$ cat config.mk
export PLATFORM = sky130hd
export DESIGN_NAME = integer_radix_formatter_top
export DESIGN_NICKNAME = d
export VERILOG_FILES = /design/src/rtl/irf_pkg.sv /design/src/rtl/irf_ram.sv /design/src/rtl/irf_front.sv /design/src/rtl/irf_queue.sv /design/src/rtl/irf_back.sv /design/src/rtl/integer_radix_formatter_top.sv
export SDC_FILE = /design/constraint.sdc
export NUM_CORES = 1
export LEC_CHECK = 0
export ABC_AREA = 1
export BUFFER_PORTS_ARGS = -buffer_cell sky130_fd_sc_hd__buf_2
export CAP_MARGIN = 20
export CORE_MARGIN = 2
export CORE_UTILIZATION = 30
export DETAILED_ROUTE_END_ITERATION = 16
export GPL_TIMING_DRIVEN = 0
export SYNTH_ARGS = -nofsm -noshare
export SYNTH_HDL_FRONTEND = slang
export SYNTH_SLANG_ARGS = --single-unit
export TNS_END_PERCENT = 30
$ cat constraint.sdc
create_clock -name clk -period 15.8 [get_ports clk]
set_input_delay 1.58 -clock clk [delete_from_list [all_inputs] [get_ports clk]]
set_output_delay 1.58 -clock clk [all_outputs]
set_load 0.02 [all_outputs]
$ cat src/rtl/irf_pkg.sv
// shared types, constants and a helper function of the integer radix formatter
package irf_pkg;

    localparam int VALUE_BITS        = 32;
    localparam int DIGIT_STORE_DEPTH = 36;
    localparam int MAX_FIELD         = 64;

    localparam int RADIX_W  = 6;
    localparam int FIELD_W  = 7;
    localparam int PREC_W   = 6;
    localparam int DIGIT_W  = 6;
    localparam int CHAR_W   = 8;
    localparam int CNT_W    = 7;

    localparam int RADIX_MIN = 2;
    localparam int RADIX_MAX = 36;
    localparam int PREC_MAX  = MAX_FIELD - 3;

    // long division runs eight quotient bits per cycle
    localparam int DIV_BITS  = 8;
    localparam int DIV_STEPS = (VALUE_BITS + DIV_BITS - 1) / DIV_BITS;
    localparam int DIV_W     = DIV_STEPS * DIV_BITS;
    localparam int STEP_W    = $clog2(DIV_STEPS + 1);

    localparam int DADDR_W = $clog2(DIGIT_STORE_DEPTH);
    localparam int DCNT_W  = $clog2(DIGIT_STORE_DEPTH + 1);

    localparam int QUEUE_DEPTH = 2;
    localparam int QADDR_W     = $clog2(QUEUE_DEPTH);
    localparam int QCNT_W      = $clog2(QUEUE_DEPTH + 1);

    localparam logic [CHAR_W-1:0] CHAR_SPACE = 8'h20;
    localparam logic [CHAR_W-1:0] CHAR_PLUS  = 8'h2B;
    localparam logic [CHAR_W-1:0] CHAR_MINUS = 8'h2D;
    localparam logic [CHAR_W-1:0] CHAR_ZERO  = 8'h30;
    localparam logic [CHAR_W-1:0] CHAR_UP_A  = 8'h41;
    localparam logic [CHAR_W-1:0] CHAR_LO_A  = 8'h61;
    localparam logic [CHAR_W-1:0] CHAR_UP_X  = 8'h58;
    localparam logic [CHAR_W-1:0] CHAR_LO_X  = 8'h78;
    localparam logic [CHAR_W-1:0] CHAR_NONE  = 8'h00;

    typedef enum logic [1:0]
    {
        PAD_LEAD,
        PAD_FILL,
        PAD_TRAIL
    } pad_mode_t;

    typedef enum logic [3:0]
    {
        B_IDLE,
        B_DIV,
        B_PLAN,
        B_LEAD,
        B_SIGN,
        B_PREFIX,
        B_FILL,
        B_PREC,
        B_DIGITS,
        B_TRAIL,
        B_ERROR
    } back_state_t;

    typedef struct packed
    {
        logic [VALUE_BITS-1:0] value;
        logic [RADIX_W-1:0]    radix;
        logic [FIELD_W-1:0]    min_width;
        logic [PREC_W-1:0]     min_digits;
        logic                  left_align;
        logic                  zero_pad;
        logic                  show_plus;
        logic                  space_sign;
        logic                  alt_prefix;
        logic                  lower_case;
        logic                  is_signed;
    } in_item_t;

    typedef struct packed
    {
        logic [CHAR_W-1:0] out_char;
        logic              last_char;
        logic              bad_radix;
    } out_item_t;

    // classified work item handed from front to back
    typedef struct packed
    {
        logic                  bad;
        logic [VALUE_BITS-1:0] mag;
        logic [RADIX_W-1:0]    radix;
        logic [FIELD_W-1:0]    width;
        logic [PREC_W-1:0]     prec;
        logic                  has_sign;
        logic [CHAR_W-1:0]     sign_char;
        logic [1:0]            prefix_len;
        logic                  lower;
        pad_mode_t             pad_mode;
    } job_t;

    function automatic logic [CHAR_W-1:0] digit_char(input logic [DIGIT_W-1:0] d,
                                                      input logic lower);
        logic [CHAR_W-1:0] base;
        base = lower ? CHAR_LO_A : CHAR_UP_A;
        if (d < DIGIT_W'(10))
            digit_char = CHAR_ZERO + CHAR_W'(d);
        else
            digit_char = base + CHAR_W'(d - DIGIT_W'(10));
    endfunction

endpackage

$ cat src/rtl/irf_ram.sv
// generic single write port ram with registered read
module irf_ram #(
    parameter int WIDTH = 8,
    parameter int DEPTH = 32
) (
    input  logic                     clk,
    input  logic                     we,
    input  logic [$clog2(DEPTH)-1:0] waddr,
    input  logic [WIDTH-1:0]         wdata,
    input  logic                     re,
    input  logic [$clog2(DEPTH)-1:0] raddr,
    output logic [WIDTH-1:0]         rdata
);

    logic [WIDTH-1:0] mem [DEPTH];
    logic [WIDTH-1:0] rdata_reg;

    always_ff @(posedge clk)
    begin
        if (we)
            mem[waddr] <= wdata;
        if (re)
            rdata_reg <= mem[raddr];
    end

    assign rdata = rdata_reg;

endmodule

$ cat src/rtl/irf_front.sv
// front end: input handshake and classification of each number into a job
module irf_front (
    input  irf_pkg::in_item_t in_item,
    input  logic              in_valid,
    output logic              in_ready,
    input  logic              q_full,
    output logic              q_push,
    output irf_pkg::job_t     q_job
);
    import irf_pkg::*;

    logic zp;
    logic neg;

    assign in_ready = !q_full;
    assign q_push   = in_valid && !q_full;

    always_comb
    begin
        zp  = in_item.zero_pad && !in_item.left_align;
        neg = in_item.is_signed && in_item.value[VALUE_BITS-1];

        q_job.bad = (in_item.radix < RADIX_W'(RADIX_MIN))
                 || (in_item.radix > RADIX_W'(RADIX_MAX));
        q_job.mag = neg ? (~in_item.value + VALUE_BITS'(1)) : in_item.value;
        q_job.radix = in_item.radix;
        q_job.width = (in_item.min_width > FIELD_W'(MAX_FIELD))
                    ? FIELD_W'(MAX_FIELD) : in_item.min_width;
        q_job.prec  = (in_item.min_digits > PREC_W'(PREC_MAX))
                    ? PREC_W'(PREC_MAX) : in_item.min_digits;

        q_job.has_sign  = 1'b1;
        q_job.sign_char = CHAR_NONE;
        if (neg)
            q_job.sign_char = CHAR_MINUS;
        else if (in_item.show_plus)
            q_job.sign_char = CHAR_PLUS;
        else if (in_item.space_sign)
            q_job.sign_char = CHAR_SPACE;
        else
            q_job.has_sign = 1'b0;

        q_job.prefix_len = 2'd0;
        if (in_item.alt_prefix && in_item.radix == RADIX_W'(16))
            q_job.prefix_len = 2'd2;
        else if (in_item.alt_prefix && in_item.radix == RADIX_W'(8))
            q_job.prefix_len = 2'd1;

        q_job.lower = in_item.lower_case;

        if (in_item.left_align)
            q_job.pad_mode = PAD_TRAIL;
        else if (zp)
            q_job.pad_mode = PAD_FILL;
        else
            q_job.pad_mode = PAD_LEAD;
    end

endmodule

$ cat src/rtl/irf_queue.sv
// short register queue of jobs between front and back
module irf_queue (
    input  logic          clk,
    input  logic          rst_n,
    input  logic          push,
    input  irf_pkg::job_t push_job,
    output logic          full,
    input  logic          pop,
    output logic          empty,
    output irf_pkg::job_t head_job
);
    import irf_pkg::*;

    job_t               slot_reg [QUEUE_DEPTH];
    logic [QADDR_W-1:0] wr_ptr_reg, wr_ptr_next;
    logic [QADDR_W-1:0] rd_ptr_reg, rd_ptr_next;
    logic [QCNT_W-1:0]  count_reg, count_next;

    assign full     = (count_reg == QCNT_W'(QUEUE_DEPTH));
    assign empty    = (count_reg == '0);
    assign head_job = slot_reg[rd_ptr_reg];

    always_comb
    begin
        wr_ptr_next = wr_ptr_reg;
        rd_ptr_next = rd_ptr_reg;
        count_next  = count_reg;
        if (push)
            wr_ptr_next = (wr_ptr_reg == QADDR_W'(QUEUE_DEPTH - 1)) ? '0
                        : wr_ptr_reg + QADDR_W'(1);
        if (pop)
            rd_ptr_next = (rd_ptr_reg == QADDR_W'(QUEUE_DEPTH - 1)) ? '0
                        : rd_ptr_reg + QADDR_W'(1);
        if (push && !pop)
            count_next = count_reg + QCNT_W'(1);
        else if (pop && !push)
            count_next = count_reg - QCNT_W'(1);
    end

    always_ff @(posedge clk or negedge rst_n)
    begin
        if (!rst_n)
        begin
            wr_ptr_reg <= '0;
            rd_ptr_reg <= '0;
            count_reg  <= '0;
        end
        else
        begin
            wr_ptr_reg <= wr_ptr_next;
            rd_ptr_reg <= rd_ptr_next;
            count_reg  <= count_next;
        end
    end

    always_ff @(posedge clk)
    begin
        if (push)
            slot_reg[wr_ptr_reg] <= push_job;
    end

endmodule

$ cat src/rtl/irf_back.sv
// back end: digit extraction by iterative division and character sequencing
module irf_back (
    input  logic               clk,
    input  logic               rst_n,
    input  logic               q_empty,
    input  irf_pkg::job_t      q_head,
    output logic               q_pop,
    output logic               out_valid,
    input  logic               out_ready,
    output irf_pkg::out_item_t out_item
);
    import irf_pkg::*;

    back_state_t         state_reg, state_next;
    job_t                job_reg, job_next;
    logic [DIV_W-1:0]    dv_reg, dv_next;
    logic [DIGIT_W-1:0]  rem_reg, rem_next;
    logic [STEP_W-1:0]   step_reg, step_next;
    logic [DCNT_W-1:0]   dcount_reg, dcount_next;
    logic [DCNT_W-1:0]   dleft_reg, dleft_next;
    logic [DADDR_W-1:0]  rd_idx_reg, rd_idx_next;
    logic [CNT_W-1:0]    pad_reg, pad_next;
    logic [CNT_W-1:0]    precz_reg, precz_next;
    logic [CNT_W-1:0]    remain_reg, remain_next;
    logic [1:0]          pfx_reg, pfx_next;
    logic                out_valid_reg, out_valid_next;
    out_item_t           out_item_reg, out_item_next;

    // division datapath
    logic [DIGIT_W-1:0]  r_div;
    logic [DIGIT_W:0]    t_div;
    logic [DIV_BITS-1:0] top_bits;
    logic [DIV_BITS-1:0] q_bits;
    logic [DIV_W-1:0]    dv_shift;
    logic                last_step;

    // plan arithmetic
    logic [CNT_W-1:0]    eff_prec;
    logic [CNT_W-1:0]    fixed_len;

    // digit store ports
    logic                ram_we;
    logic                ram_re;
    logic [DADDR_W-1:0]  ram_raddr;
    logic [DIGIT_W-1:0]  ram_rdata;

    logic                out_free;
    logic                emit;
    logic [CHAR_W-1:0]   emit_char;

    irf_ram #(
        .WIDTH (DIGIT_W),
        .DEPTH (DIGIT_STORE_DEPTH)
    ) u_digit_store (
        .clk   (clk),
        .we    (ram_we),
        .waddr (dcount_reg[DADDR_W-1:0]),
        .wdata (r_div),
        .re    (ram_re),
        .raddr (ram_raddr),
        .rdata (ram_rdata)
    );

    assign out_free  = !out_valid_reg || out_ready;
    assign out_valid = out_valid_reg;
    assign out_item  = out_item_reg;
    assign last_step = (step_reg == STEP_W'(DIV_STEPS - 1));

    // eight restoring division steps on the top byte of the dividend
    always_comb
    begin
        r_div    = rem_reg;
        t_div    = '0;
        q_bits   = '0;
        top_bits = dv_reg[DIV_W-1 -: DIV_BITS];
        for (int i = DIV_BITS - 1; i >= 0; i--)
        begin
            t_div = {r_div, top_bits[i]};
            if (t_div >= {1'b0, job_reg.radix})
            begin
                q_bits[i] = 1'b1;
                r_div     = DIGIT_W'(t_div - {1'b0, job_reg.radix});
            end
            else
            begin
                r_div = t_div[DIGIT_W-1:0];
            end
        end
        dv_shift = (dv_reg << DIV_BITS) | DIV_W'(q_bits);
    end

    always_comb
    begin
        eff_prec  = (CNT_W'(dcount_reg) > CNT_W'(job_reg.prec)) ? CNT_W'(dcount_reg)
                  : CNT_W'(job_reg.prec);
        fixed_len = CNT_W'(job_reg.has_sign) + CNT_W'(job_reg.prefix_len) + eff_prec;
    end

    always_comb
    begin
        state_next     = state_reg;
        job_next       = job_reg;
        dv_next        = dv_reg;
        rem_next       = rem_reg;
        step_next      = step_reg;
        dcount_next    = dcount_reg;
        dleft_next     = dleft_reg;
        rd_idx_next    = rd_idx_reg;
        pad_next       = pad_reg;
        precz_next     = precz_reg;
        remain_next    = remain_reg;
        pfx_next       = pfx_reg;
        q_pop          = 1'b0;
        ram_we         = 1'b0;
        ram_re         = 1'b0;
        ram_raddr      = rd_idx_reg;
        emit           = 1'b0;
        emit_char      = CHAR_NONE;
        out_valid_next = out_valid_reg && !out_ready;
        out_item_next  = out_item_reg;

        case (state_reg)
            B_IDLE:
            begin
                if (!q_empty)
                begin
                    q_pop       = 1'b1;
                    job_next    = q_head;
                    dv_next     = DIV_W'(q_head.mag);
                    rem_next    = '0;
                    step_next   = '0;
                    dcount_next = '0;
                    pfx_next    = q_head.prefix_len;
                    state_next  = q_head.bad ? B_ERROR : B_DIV;
                end
            end

            B_DIV:
            begin
                dv_next = dv_shift;
                if (last_step)
                begin
                    ram_we      = 1'b1;
                    dcount_next = dcount_reg + DCNT_W'(1);
                    rem_next    = '0;
                    step_next   = '0;
                    if (dv_shift == '0
                        || dcount_reg == DCNT_W'(DIGIT_STORE_DEPTH - 1))
                        state_next = B_PLAN;
                end
                else
                begin
                    rem_next  = r_div;
                    step_next = step_reg + STEP_W'(1);
                end
            end

            B_PLAN:
            begin
                pad_next    = (CNT_W'(job_reg.width) > fixed_len)
                            ? CNT_W'(job_reg.width) - fixed_len : '0;
                remain_next = (CNT_W'(job_reg.width) > fixed_len)
                            ? CNT_W'(job_reg.width) : fixed_len;
                precz_next  = eff_prec - CNT_W'(dcount_reg);
                dleft_next  = dcount_reg;
                // prefetch the most significant digit
                ram_re      = 1'b1;
                ram_raddr   = DADDR_W'(dcount_reg - DCNT_W'(1));
                rd_idx_next = ram_raddr;
                state_next  = B_LEAD;
            end

            B_LEAD:
            begin
                if (job_reg.pad_mode == PAD_LEAD && pad_reg != '0)
                begin
                    if (out_free)
                    begin
                        emit      = 1'b1;
                        emit_char = CHAR_SPACE;
                        pad_next  = pad_reg - CNT_W'(1);
                    end
                end
                else
                begin
                    state_next = B_SIGN;
                end
            end

            B_SIGN:
            begin
                if (job_reg.has_sign)
                begin
                    if (out_free)
                    begin
                        emit       = 1'b1;
                        emit_char  = job_reg.sign_char;
                        state_next = B_PREFIX;
                    end
                end
                else
                begin
                    state_next = B_PREFIX;
                end
            end

            B_PREFIX:
            begin
                if (pfx_reg != 2'd0)
                begin
                    if (out_free)
                    begin
                        emit      = 1'b1;
                        pfx_next  = pfx_reg - 2'd1;
                        if (pfx_reg == 2'd1 && job_reg.prefix_len == 2'd2)
                            emit_char = job_reg.lower ? CHAR_LO_X : CHAR_UP_X;
                        else
                            emit_char = CHAR_ZERO;
                    end
                end
                else
                begin
                    state_next = B_FILL;
                end
            end

            B_FILL:
            begin
                if (job_reg.pad_mode == PAD_FILL && pad_reg != '0)
                begin
                    if (out_free)
                    begin
                        emit      = 1'b1;
                        emit_char = CHAR_ZERO;
                        pad_next  = pad_reg - CNT_W'(1);
                    end
                end
                else
                begin
                    state_next = B_PREC;
                end
            end

            B_PREC:
            begin
                if (precz_reg != '0)
                begin
                    if (out_free)
                    begin
                        emit       = 1'b1;
                        emit_char  = CHAR_ZERO;
                        precz_next = precz_reg - CNT_W'(1);
                    end
                end
                else
                begin
                    state_next = B_DIGITS;
                end
            end

            B_DIGITS:
            begin
                if (dleft_reg != '0)
                begin
                    if (out_free)
                    begin
                        emit       = 1'b1;
                        emit_char  = digit_char(ram_rdata, job_reg.lower);
                        dleft_next = dleft_reg - DCNT_W'(1);
                        if (dleft_reg > DCNT_W'(1))
                        begin
                            ram_re      = 1'b1;
                            ram_raddr   = rd_idx_reg - DADDR_W'(1);
                            rd_idx_next = ram_raddr;
                        end
                    end
                end
                else
                begin
                    state_next = B_TRAIL;
                end
            end

            B_TRAIL:
            begin
                if (job_reg.pad_mode == PAD_TRAIL && pad_reg != '0)
                begin
                    if (out_free)
                    begin
                        emit      = 1'b1;
                        emit_char = CHAR_SPACE;
                        pad_next  = pad_reg - CNT_W'(1);
                    end
                end
                else
                begin
                    state_next = B_IDLE;
                end
            end

            B_ERROR:
            begin
                if (out_free)
                begin
                    out_valid_next          = 1'b1;
                    out_item_next.out_char  = CHAR_NONE;
                    out_item_next.last_char = 1'b1;
                    out_item_next.bad_radix = 1'b1;
                    state_next              = B_IDLE;
                end
            end

            default:
            begin
                state_next = B_IDLE;
            end
        endcase

        if (emit)
        begin
            out_valid_next          = 1'b1;
            out_item_next.out_char  = emit_char;
            out_item_next.last_char = (remain_reg == CNT_W'(1));
            out_item_next.bad_radix = 1'b0;
            remain_next             = remain_reg - CNT_W'(1);
        end
    end

    always_ff @(posedge clk or negedge rst_n)
    begin
        if (!rst_n)
        begin
            state_reg     <= B_IDLE;
            out_valid_reg <= 1'b0;
            dcount_reg    <= '0;
            pad_reg       <= '0;
        end
        else
        begin
            state_reg     <= state_next;
            out_valid_reg <= out_valid_next;
            dcount_reg    <= dcount_next;
            pad_reg       <= pad_next;
        end
    end

    always_ff @(posedge clk)
    begin
        job_reg      <= job_next;
        dv_reg       <= dv_next;
        rem_reg      <= rem_next;
        step_reg     <= step_next;
        dleft_reg    <= dleft_next;
        rd_idx_reg   <= rd_idx_next;
        precz_reg    <= precz_next;
        remain_reg   <= remain_next;
        pfx_reg      <= pfx_next;
        out_item_reg <= out_item_next;
    end

endmodule

$ cat src/rtl/integer_radix_formatter_top.sv
// top level of the printf-style integer to radix string formatter
//
// input channel: in_valid / in_ready / in_item, one number with its base,
// minimum width, precision and flags per transaction
// output channel: out_valid / out_ready / out_item, one ascii character per
// transaction, last_char on the final one; a base outside 2 to 36 gives a
// single transaction with bad_radix set and no characters
//
// the front end classifies a number as it is accepted and drops the job into
// a two-entry queue, so two more numbers are taken while the back end is busy
// back end per number: pickup from the queue, then long division by the base,
// eight quotient bits per cycle, one digit at a time into a 36-entry store, then
// the plan step, then the 7 output phases with one character per transaction;
// the back end finishes one number before it picks up the next
// reset clears the queue, the sequencer and the output valid flag; the digit
// store needs no clearing since every digit is written before it is read
// a stalled receiver holds the output register, the queue fills, in_ready drops
module integer_radix_formatter_top (
    input  logic               clk,
    input  logic               rst_n,
    input  logic               in_valid,
    output logic               in_ready,
    input  irf_pkg::in_item_t  in_item,
    output logic               out_valid,
    input  logic               out_ready,
    output irf_pkg::out_item_t out_item
);
    import irf_pkg::*;

    // front to queue
    logic q_push;
    logic q_full;
    job_t q_push_job;

    // queue to back
    logic q_pop;
    logic q_empty;
    job_t q_head;

    irf_front u_front (
        .in_item  (in_item),
        .in_valid (in_valid),
        .in_ready (in_ready),
        .q_full   (q_full),
        .q_push   (q_push),
        .q_job    (q_push_job)
    );

    irf_queue u_queue (
        .clk      (clk),
        .rst_n    (rst_n),
        .push     (q_push),
        .push_job (q_push_job),
        .full     (q_full),
        .pop      (q_pop),
        .empty    (q_empty),
        .head_job (q_head)
    );

    irf_back u_back (
        .clk       (clk),
        .rst_n     (rst_n),
        .q_empty   (q_empty),
        .q_head    (q_head),
        .q_pop     (q_pop),
        .out_valid (out_valid),
        .out_ready (out_ready),
        .out_item  (out_item)
    );

endmodule

==> results of run 1 <==
[logic make-up (layout without fill, tap and decap cells)]
family / Yosys count / in the layout
AOI/OAI and AO/OA: 429 / 429
xor gates and xnor gates: 85 / 85
adders and majority gates: 104 / 104
buffers and inverters: 301 / 485
DFF: 473 / 473
and+or+nand+nor: 967 / 967
[routing by layer]
metal  part of all wire  vias up  routed length [um]  global-route usage
li1                   -     8544                   -                   -
met1               0.46     8297               27750              0.1988
met2               0.47      433               27800              0.2389
met4              0.020        4                1221             0.03646
met5            0.00045        -                  27                   0
met3              0.049       86                2938             0.01992
[cell usage in the layout (no fill, tap or decap), drive strengths merged, types with 8 or more instances in the layout]
cell	netlist	routed
fa	11	11
ha	93	93
o22ai	25	25
clkinv	5	17
o21ai	193	193
o221ai	20	20
inv	218	216
nand3	82	82
edfxtp	444	444
nand2	437	437
xor2	53	53
buf	10	103
dfrtp	22	22
nor2	357	357
o211ai	29	29
nor4	13	13
a31oi	47	47
clkbuf	68	134
a21oi	68	68
nor3	26	26
clkinvlp	0	8
nand4	34	34
xnor2	32	32
[metrics by stage]
step                  util  cell area (sq um)
floorplan                -              24010
global placement    0.3246              25690
detailed placement  0.3285              26000
CTS                 0.3497              27670
global route        0.3509              27770
finish              0.3509              27770
[area by class of cell]
class / instances / area, sq um / share of cell area
timing repair buffer: 93 / 725.7 / 0.02613
tap: 1050 / 1314 / 0.04731
inverter: 223 / 848.3 / 0.03055
sequential: 473 / 14020 / 0.5050
clock buffer: 66 / 1351 / 0.04866
clock inverter: 25 / 325.3 / 0.01172
buffer: 78 / 311.5 / 0.01122
multi-input combinational: 1585 / 8869 / 0.3194
[repair_timing]
item                                    CTS  global route
gates resized for setup                   0             5
endpoints found under the setup margin    0           225
setup buffers                             0             9
[worst reg2reg max path, delay by kind of cell, from the launching register on]
kind	cells	cell delay, ns
and+or+nand+nor	32	3.59
DFF	1	0.32
buffers and inverters	14	2.33
adders and majority gates	8	2.69
AOI/OAI and AO/OA	29	5.12
[how the worst max path moves through the flow]
| stage | slack, ns | to | cells past startpoint |
|---|---|---|---|
| 3_3_place_gp | 0.51 | u_back.u_digit_store.mem[33][3] | 81 |
| 6_report | 1.43 | u_back.u_digit_store.mem[12][3] | 83 |
| 4_1_cts | 0.65 | u_back.u_digit_store.mem[12][4] | 81 |
| 3_5_place_dp | 0.72 | u_back.u_digit_store.mem[22][4] | 81 |
| 2_1_floorplan | 3.37 | u_back.u_digit_store.mem[0][4] | 80 |
| 5_1_grt | 0.03 | u_back.u_digit_store.mem[10][3] | 86 |
==> out/results.ini, run 1 <==
[setup_path]
cp-startpoint=u_back.job_reg[28]
startpoint_type=register
crit_slowest_cell=ha_1
critPathKind=register to register
path_common_cell=nand2_1
arrival_ns=14.68
ff2ff_path_depth=83
path_buf_inv=14
required_ns=16.11
r2r-start=u_back.job_reg[28]
ff2ff_setup_slack_ns=1.43
cpLargestDelayFamily=compound AO/OA/AOI/OAI gates
cpPeakStageDelay_ns=0.41
end_kind=register
rr_endpoint=u_back.u_digit_store.mem[12][3]
cp_max_fo=28

[cts]
insertion_delay_ns=0.60
root_buffer=clkbuf_16
cts_max_path_buffers=3
cts_made_buffers=49
htree_levels=2
cts_sinks=473
cts_tree=yes
holdBufCountCts=0
path_clk_slew_ns=0.07

[synthesis]
synth_xor_area_frac=0.03101
synthFlopType=edfxtp_1
synth-seq-cells=473
synth_common_cells=edfxtp_1, nand2_1, nor2_1
avgSynthCellArea_sq_um=10.18
syn_nets=2525
syn_inst=2359
synth_top_family_by_area=simple AND/OR/NAND/NOR gates
yosysMostFrequentCell=edfxtp_1
synth_compound_area_frac=0.1063
synth_top_area_frac=0.5553
synth.largest_area_cell=edfxtp_1
synth_cell_types=61
synth-adder-area-share=0.05764
syn_area_sq_um=24010
synth_top_cells_by_area=edfxtp_1, nand2_1, nor2_1, ha_1, o21ai_0
yosysWarnings=0
yosys.area_share.simple=0.1732
seq_area_frac_synth=0.5841
synth_edf_count=444
synth_mux_area_frac=0
async_flop_share=0.04651

[timing]
holdWs_ns=0.4556
setup_ws_ns=1.432
rsz0062_at_grt=no
timing.slew.headroom=0.2979
fin_crit_sh=0.9094
skew_ns=0.02950
final_hold_viol_count=0
worst_pin_slew_ns=1.042
post-route-min-period_ns=14.37
setup_viol=0
setup_tns_ns=0
slew_viol_final=0
timing.fmax_mhz=69.60

[floorplan]
fp.coreArea_sq_um=79130
die_width_um=286.9
die-area_sq_um=82310
io_pins=74
dieHeight_um=286.9
fp-row-count=103
start_util=0.3034

[layout]
drive_above_1_share=0.09084
n_fill_cell=8015
final_nets=2669
largest_reg_flops=216
fin_cells=3593
area_delta_synth_final_pct=15.65
diodes=0

[route]
first_iter_violations=1326
vias=17360
detail_route.wl_per_cell_um=16.63
first_pass_iters=5
wl_mm=59.74
ant_nets=0
drc=0
via_per_inst=4.833

[grt]
antenna_found_initial=2
grt_use_total=0.1442
grt_overflow=0
grt_pass1_wl_mm=93.77
grt_pass1_vias=16870
grt_max_degree=42

[placement]
place_inst=3493
io_buffers=73
globalplace.congestion=0.8788
dp_hpwl_mm=43.95
pre_cts_slack_ns=0.7200

[min_path]
min-delay-start=u_back.out_item[0]
hold_depth=2
hp-class=register to register
holdPathEnd=u_back.out_item[0]

[status]
status=completed

[job]
maxCapViolCount=0

Power of run 1 is left out: the tool's default activity adds up to more than one toggle a clock period on the data nets, which glitch-free logic cannot reach.
==> run 2, diff against run 1 <==
--- a/config.mk
+++ b/config.mk
@@ -5,7 +5,6 @@
 export SDC_FILE = /design/constraint.sdc
 export NUM_CORES = 1
 export LEC_CHECK = 0
-export ABC_AREA = 1
 export BUFFER_PORTS_ARGS = -buffer_cell sky130_fd_sc_hd__buf_2
 export CAP_MARGIN = 20
 export CORE_MARGIN = 2
==> run 2 against run 1 <==
  * The run now ends with setup timing left
  * Core utilization increased by 2.1 points
  * Setup slack got worse by 1.5 ns
  * Cell area increased by 5.8%
  * Register-to-register slack got worse by 1.5 ns
  * Sequential share of layout area decreased by 2.7 points
  * Via count decreased by 0.48%
  * Highest routed layer is now met4
==> out/results.ini, run 2 <==
[status]
status=finished, violations left  ; was completed
violations=setup timing

[route]
first_iter_violations=1475  ; was 1326
ant_nets=0  ; unchanged
detail_route.wl_per_cell_um=18.49  ; was 16.63 um
first_pass_iters=6  ; was 5
vias=17280  ; was 17360
drc=0  ; unchanged
via_per_inst=5.041  ; was 4.833
wl_mm=63.40  ; was 59.74 mm

[placement]
place_area_sq_um=26050  ; was 26000 sq um
io_buffers=73  ; unchanged
globalplace.congestion=0.9168  ; was 0.8788
dp_hpwl_mm=43.15  ; was 43.95 mm

[layout]
fin_area_sq_um=29370  ; was 27770 sq um
layout_common_cells=edfxtp_1, nand2_1, nor2_1, buf_4, o21ai_0  ; was edfxtp_1, nand2_1, nor2_1, inv_1, o21ai_0
largest_reg_flops=216  ; unchanged
final_nets=2505  ; was 2669
area_delta_synth_final_pct=22.58  ; was 15.65%
final_common_cell=edfxtp_1  ; unchanged
drive_above_1_share=0.1864  ; was 0.09084

[setup_path]
rr_endpoint=u_back.state_reg[3]  ; was u_back.u_digit_store.mem[12][3]
arrival_ns=16.38  ; was 14.68 ns
critPathKind=register to register  ; unchanged
cp_max_fo=6  ; was 28
required_ns=16.28  ; was 16.11 ns
cpPeakStageDelay_ns=0.44  ; was 0.41 ns
r2r-start=u_back.job_reg[31]  ; was u_back.job_reg[28]
worst-path-stages=80  ; was 83
cpLargestDelayFamily=compound AO/OA/AOI/OAI gates  ; unchanged
cp-startpoint=u_back.job_reg[31]  ; was u_back.job_reg[28]
path_buf_inv=25  ; was 14
path_common_cell=buf_4  ; was nand2_1
crit_slowest_cell=or4_4  ; was ha_1
ff2ff_setup_slack_ns=-0.10  ; was 1.43 ns
startpoint_type=register  ; unchanged
ff2ff_path_depth=80  ; was 83
crit_end=u_back.state_reg[3]  ; was u_back.u_digit_store.mem[12][3]
end_kind=register  ; unchanged

[cts]
insertion_delay_ns=0.64  ; was 0.60 ns
htree_levels=2  ; unchanged
cts_made_buffers=49  ; unchanged
cts_tree=yes  ; unchanged
path_clk_slew_ns=0.06  ; was 0.07 ns
cts_max_path_buffers=3  ; unchanged
holdBufCountCts=0  ; unchanged
cts_sinks=473  ; unchanged
root_buffer=clkbuf_16  ; unchanged

[synthesis]
synth_mux_area_frac=0.04351  ; was 0
avgSynthCellArea_sq_um=11.51  ; was 10.18 sq um
synth_compound_area_frac=0.1073  ; was 0.1063
yosysWarnings=0  ; unchanged
seq_area_frac_synth=0.5854  ; was 0.5841
synth_cell_types=80  ; was 61
synth_common_cells=edfxtp_1, nand2_1, nor2_1  ; unchanged
syn_inst=2082  ; was 2359
async_flop_share=0.04651  ; unchanged
synthFlopType=edfxtp_1  ; unchanged
yosys.area_share.simple=0.1402  ; was 0.1732
synth_top_area_frac=0.5566  ; was 0.5553
synth-adder-area-share=0.05777  ; was 0.05764
synth.largest_area_cell=edfxtp_1  ; unchanged
synth_top_family_by_area=simple AND/OR/NAND/NOR gates  ; unchanged
synth_top_cells_by_area=edfxtp_1, nand2_1, ha_1, dfrtp_1, mux2i_1  ; was edfxtp_1, nand2_1, nor2_1, ha_1, o21ai_0
synth-seq-cells=473  ; unchanged
synth_xor_area_frac=0.03693  ; was 0.03101
syn_nets=2248  ; was 2525
yosysMostFrequentCell=edfxtp_1  ; unchanged
syn_area_sq_um=23960  ; was 24010 sq um
synth_edf_count=444  ; unchanged

[timing]
setup_viol=40  ; was 0
final_hold_viol_count=0  ; unchanged
slew_viol_final=0  ; unchanged
timing.slew.headroom=0.2614  ; was 0.2979
post-route-min-period_ns=15.90  ; was 14.37 ns
setup_tns_ns=-1.396  ; was 0 ns
rsz0062_at_grt=yes  ; was no
timing.fmax_mhz=62.89  ; was 69.60 MHz
worst_pin_slew_ns=1.101  ; was 1.042 ns
fin_crit_sh=1.006  ; was 0.9094
skew_ns=0.06548  ; was 0.02950 ns
setup_ws_ns=-0.1002  ; was 1.432 ns

[grt]
grt_pass1_vias=17290  ; was 16870
grt_max_degree=62  ; was 42
grt_overflow=0  ; unchanged
antenna_found_initial=0  ; was 2
grt_use_total=0.1489  ; was 0.1442
grt_pass1_wl_mm=96.16  ; was 93.77 mm

[floorplan]
dieHeight_um=286.6  ; was 286.9 um
die_width_um=286.6  ; was 286.9 um
die-area_sq_um=82130  ; was 82310 sq um
fp.coreArea_sq_um=79000  ; was 79130 sq um
start_util=0.3032  ; was 0.3034
io_pins=74  ; unchanged
fp-row-count=103  ; unchanged

[job]
maxCapViolCount=0  ; unchanged

[min_path]
hp-class=register to register  ; unchanged

==> run 2: changes by cell type in the layout (fill, tap and decap cells not counted), sizes merged, moves of 29 or more <==
cell    before  now
buf        103  222
nor2b        0   31
mux2         0   46
o21ai      193  102
inv        216   93
nor2       357  128
and3         2   31
mux2i        0   52
nand2      437  344
a311oi       0   39
==> run 2: through the flow <==
step / util / cells / hold WS, ns / setup slack (ns)
2_1_floorplan: - / 2082 / 0.4608 / 0.02717
3_3_place_gp: 0.3275 / 3205 / 0.4726 / -2.963
3_5_place_dp: 0.3298 / 3212 / 0.4716 / -2.573
4_1_cts: 0.3637 / 3388 / 0.4876 / -0.01121
5_1_grt: 0.3717 / 3427 / 0.5024 / -0.6157
6_report: 0.3717 / 3428 / 0.4867 / -0.1002
==> run 2: kinds of logic after synthesis <==
| group | Yosys count |
|---|---|
| AOI/OAI and AO/OA | 383 |
| muxes | 98 |
| and+or+nand+nor | 741 |
| adders and majority gates | 104 |
| buffers and inverters | 182 |
| xor gates and xnor gates | 101 |
| DFF | 473 |
==> run 2: repair_timing <==
| action | CTS | global route |
|---|---|---|
| gates resized for setup | 76 | 49 |
| setup endpoints to repair | 226 | 226 |
| gates cloned | 0 | 5 |
| buffers inserted | 87 | 37 |
| pin swaps | 52 | 57 |
==> run 2: worst min path at each step <==
stage	from	end	slack [ns]	depth (start not counted)
detailed placement	u_back.out_item[0]	u_back.out_item[0]	0.47	2
global route	u_back.out_item[0]	u_back.out_item[0]	0.50	2
global placement	u_back.out_item[0]	u_back.out_item[0]	0.47	2
CTS	u_back.out_item[0]	u_back.out_item[0]	0.49	2
floorplan	u_queue.wr_ptr_reg	u_queue.wr_ptr_reg	0.46	1
finish	u_back.out_item[0]	u_back.out_item[0]	0.49	2
==> run 2: tightest hold or removal path: stages (launching register included) <==
cell,delay [ns]
dfxtp_1,0.33
inv_1,0.06
a21oi_1,0.05
==> run 2: metal layers <==
layer,track usage,routed length (um),part of all wire,up-vias
met5,0,0,0,-
met4,0.05641,2189,0.035,0
met3,0.02822,3788,0.060,145
met2,0.2495,30050,0.47,552
met1,0.1905,27370,0.43,8405
li1,-,-,-,8179
==> run 2: area by class of cell <==
| class | count | area, sq um |
|---|---|---|
| Fill cell | 7550 | 49630 |
| Sequential cell | 473 | 14020 |
| Multi-Input combinational cell | 1427 | 10070 |
| Timing Repair Buffer | 207 | 1668 |
| Tap cell | 1050 | 1314 |
| Clock buffer | 56 | 1252 |
| Inverter | 97 | 390.4 |
| Buffer | 84 | 351.6 |
| Clock inverter | 33 | 296.5 |
| Antenna cell | 1 | 2.502 |
Power of run 2 is left out for the same reason.
==> run 3, diff against run 2 <==
--- a/config.mk
+++ b/config.mk
@@ -11,6 +11,7 @@
 export CORE_UTILIZATION = 30
 export DETAILED_ROUTE_END_ITERATION = 16
 export GPL_TIMING_DRIVEN = 0
+export PLACE_DENSITY_LB_ADDON = 0.15
 export SYNTH_ARGS = -nofsm -noshare
 export SYNTH_HDL_FRONTEND = slang
 export SYNTH_SLANG_ARGS = --single-unit
==> run 3 against run 2 <==
  * The flow now finishes without violations
  * Sequential share of layout area up 0.40 points
  * Fmax is 0.78% higher
  * Core utilization is 0.31 points lower
  * Non-clock buffer count fell by 25
  * Cell area down 0.83%
  * Sequential cell count stayed put
==> out/results.ini, run 3 (synthesis results as in run 2) <==
[layout]
largest_reg_flops=216  ; unchanged
regArea_sq_um=14020  ; unchanged
fin_cells=3411  ; was 3428
multiInputGateArea_sq_um=9947  ; was 10070 sq um
drive_above_1_share=0.1745  ; was 0.1864
final_nets=2483  ; was 2505
final_common_cell=edfxtp_1  ; unchanged
fin_area_sq_um=29120  ; was 29370 sq um
diodes=0  ; was 1
n_fill_cell=7707  ; was 7550
final_util=0.3686  ; was 0.3717
layout_common_cells=edfxtp_1, nand2_1, nor2_1, buf_4, o21ai_0  ; unchanged
area_delta_synth_final_pct=21.57  ; was 22.58%

[min_path]
hp-class=register to register  ; unchanged
holdPathEnd=u_back.out_item[0]  ; unchanged
min-delay-start=u_back.out_item[0]  ; unchanged
hold_depth=2  ; unchanged

[grt]
grt_pass1_vias=16760  ; was 17290
grt_max_degree=42  ; was 62
grt_use_total=0.1575  ; was 0.1489
grt_pass1_wl_mm=100.1  ; was 96.16 mm
grt_overflow=0  ; unchanged
antenna_found_initial=3  ; was 0

[cts]
cts_made_buffers=52  ; was 49
cts_tree=yes  ; unchanged
htree_levels=2  ; unchanged
cts_max_path_buffers=3  ; unchanged
path_clk_slew_ns=0.06  ; about the same
cts_sinks=473  ; unchanged
holdBufCountCts=0  ; unchanged
root_buffer=clkbuf_16  ; unchanged
insertion_delay_ns=0.64  ; about the same

[floorplan]
io_pins=74  ; unchanged
start_util=0.3032  ; unchanged
die_width_um=286.6  ; unchanged
die-area_sq_um=82130  ; unchanged
fp-row-count=103  ; unchanged
fp.coreArea_sq_um=79000  ; unchanged
dieHeight_um=286.6  ; unchanged

[timing]
final_hold_viol_count=0  ; unchanged
skew_ns=0.08361  ; was 0.06548 ns
timing.fmax_mhz=63.38  ; was 62.89 MHz
post-route-min-period_ns=15.78  ; was 15.90 ns
fin_crit_sh=0.9986  ; was 1.006
setup_ws_ns=0.02271  ; was -0.1002 ns
slew_viol_final=0  ; unchanged
timing.slew.headroom=0.2441  ; was 0.2614
rsz0062_at_grt=yes  ; unchanged
worst_pin_slew_ns=1.125  ; was 1.101 ns
setup_viol=0  ; was 40

[route]
vias=16650  ; was 17280
ant_nets=0  ; unchanged
first_iter_violations=1071  ; was 1475
detail_route.wl_per_cell_um=19.09  ; was 18.49 um
first_pass_iters=5  ; was 6
wl_mm=65.13  ; was 63.40 mm
drc=0  ; unchanged
via_per_inst=4.882  ; was 5.041

[setup_path]
path_common_cell=a21o_1  ; was buf_4
rr_endpoint=u_back.state_reg[3]  ; unchanged
cpPeakStageDelay_ns=0.50  ; was 0.44 ns
ff2ff_setup_slack_ns=0.02  ; was -0.10 ns
r2r-start=u_back.job_reg[31]  ; unchanged
required_ns=16.24  ; was 16.28 ns
crit_slowest_cell=or4_4  ; unchanged
arrival_ns=16.22  ; was 16.38 ns
ff2ff_path_depth=76  ; was 80
cp_max_fo=6  ; unchanged
end_kind=register  ; unchanged
critPathKind=register to register  ; unchanged
startpoint_type=register  ; unchanged

[placement]
globalplace.congestion=0.8496  ; was 0.9168
dp_hpwl_mm=46.02  ; was 43.15 mm
pre_cts_slack_ns=-2.801  ; was -2.573 ns
place_inst=3215  ; was 3212
place_area_sq_um=26120  ; was 26050 sq um
io_buffers=73  ; unchanged

[status]
status=completed  ; was finished, violations left

[job]
maxCapViolCount=0  ; unchanged

[run 3: critical path, delay by kind of cell (launching register included)]
family	cells	cell delay, ns
flops	1	0.41
simple gates	11	2.17
fa+ha+maj	8	1.91
mux	6	1.69
buf+inv	12	1.50
compound gates	39	7.93
[run 3: area by class of cell]
type | instances | area share
clock inverter | 34 | 0.01035
sequential | 473 | 0.4815
clock buffer | 64 | 0.04657
multi-input combinational | 1427 | 0.3416
tap | 1050 | 0.04511
buffer | 85 | 0.01259
inverter | 97 | 0.01315
timing repair buffer | 181 | 0.04911
[run 3: through the flow]
stage | hold WS (ns) | TNS (ns)
3_3_place_gp | 0.4702 | -674.73
5_1_grt | 0.4863 | -81.76
6_report | 0.4665 | 0
3_5_place_dp | 0.4693 | -570.26
2_1_floorplan | 0.4608 | 0
4_1_cts | 0.4791 | -0.03035
[run 3: worst max-delay path by stage]
stage	startpoint	to	slack (ns)
after floorplan	u_back.job_reg[28]	u_back.state_reg[3]	0.03
after global placement	u_back.job_reg[28]	u_back.u_digit_store.mem[9][2]	-3.30
after detailed placement	u_back.job_reg[28]	u_back.u_digit_store.mem[9][4]	-2.80
after CTS	u_back.job_reg[30]	u_back.state_reg[3]	-0.03
after global routing	u_back.job_reg[30]	u_back.state_reg[3]	-0.66
final	u_back.job_reg[31]	u_back.state_reg[3]	0.02
[run 3: what timing repair did]
item	CTS	global route
setup buffers	80	15
endpoints found under the setup margin	226	226
cloned	0	2
endpoints found under the hold margin	0	0
gates resized for setup	72	22
pin swaps	53	26
[run 3: routing by layer]
layer  GRT usage  vias to the layer above  wire length, um
met5           0                        -                0
met4     0.03940                        0             1391
met3     0.02035                       93             2414
met2      0.2624                      333            30720
met1      0.2169                     8097            30600
li1            -                     8131                -
Power of run 3 is left out for the same reason.
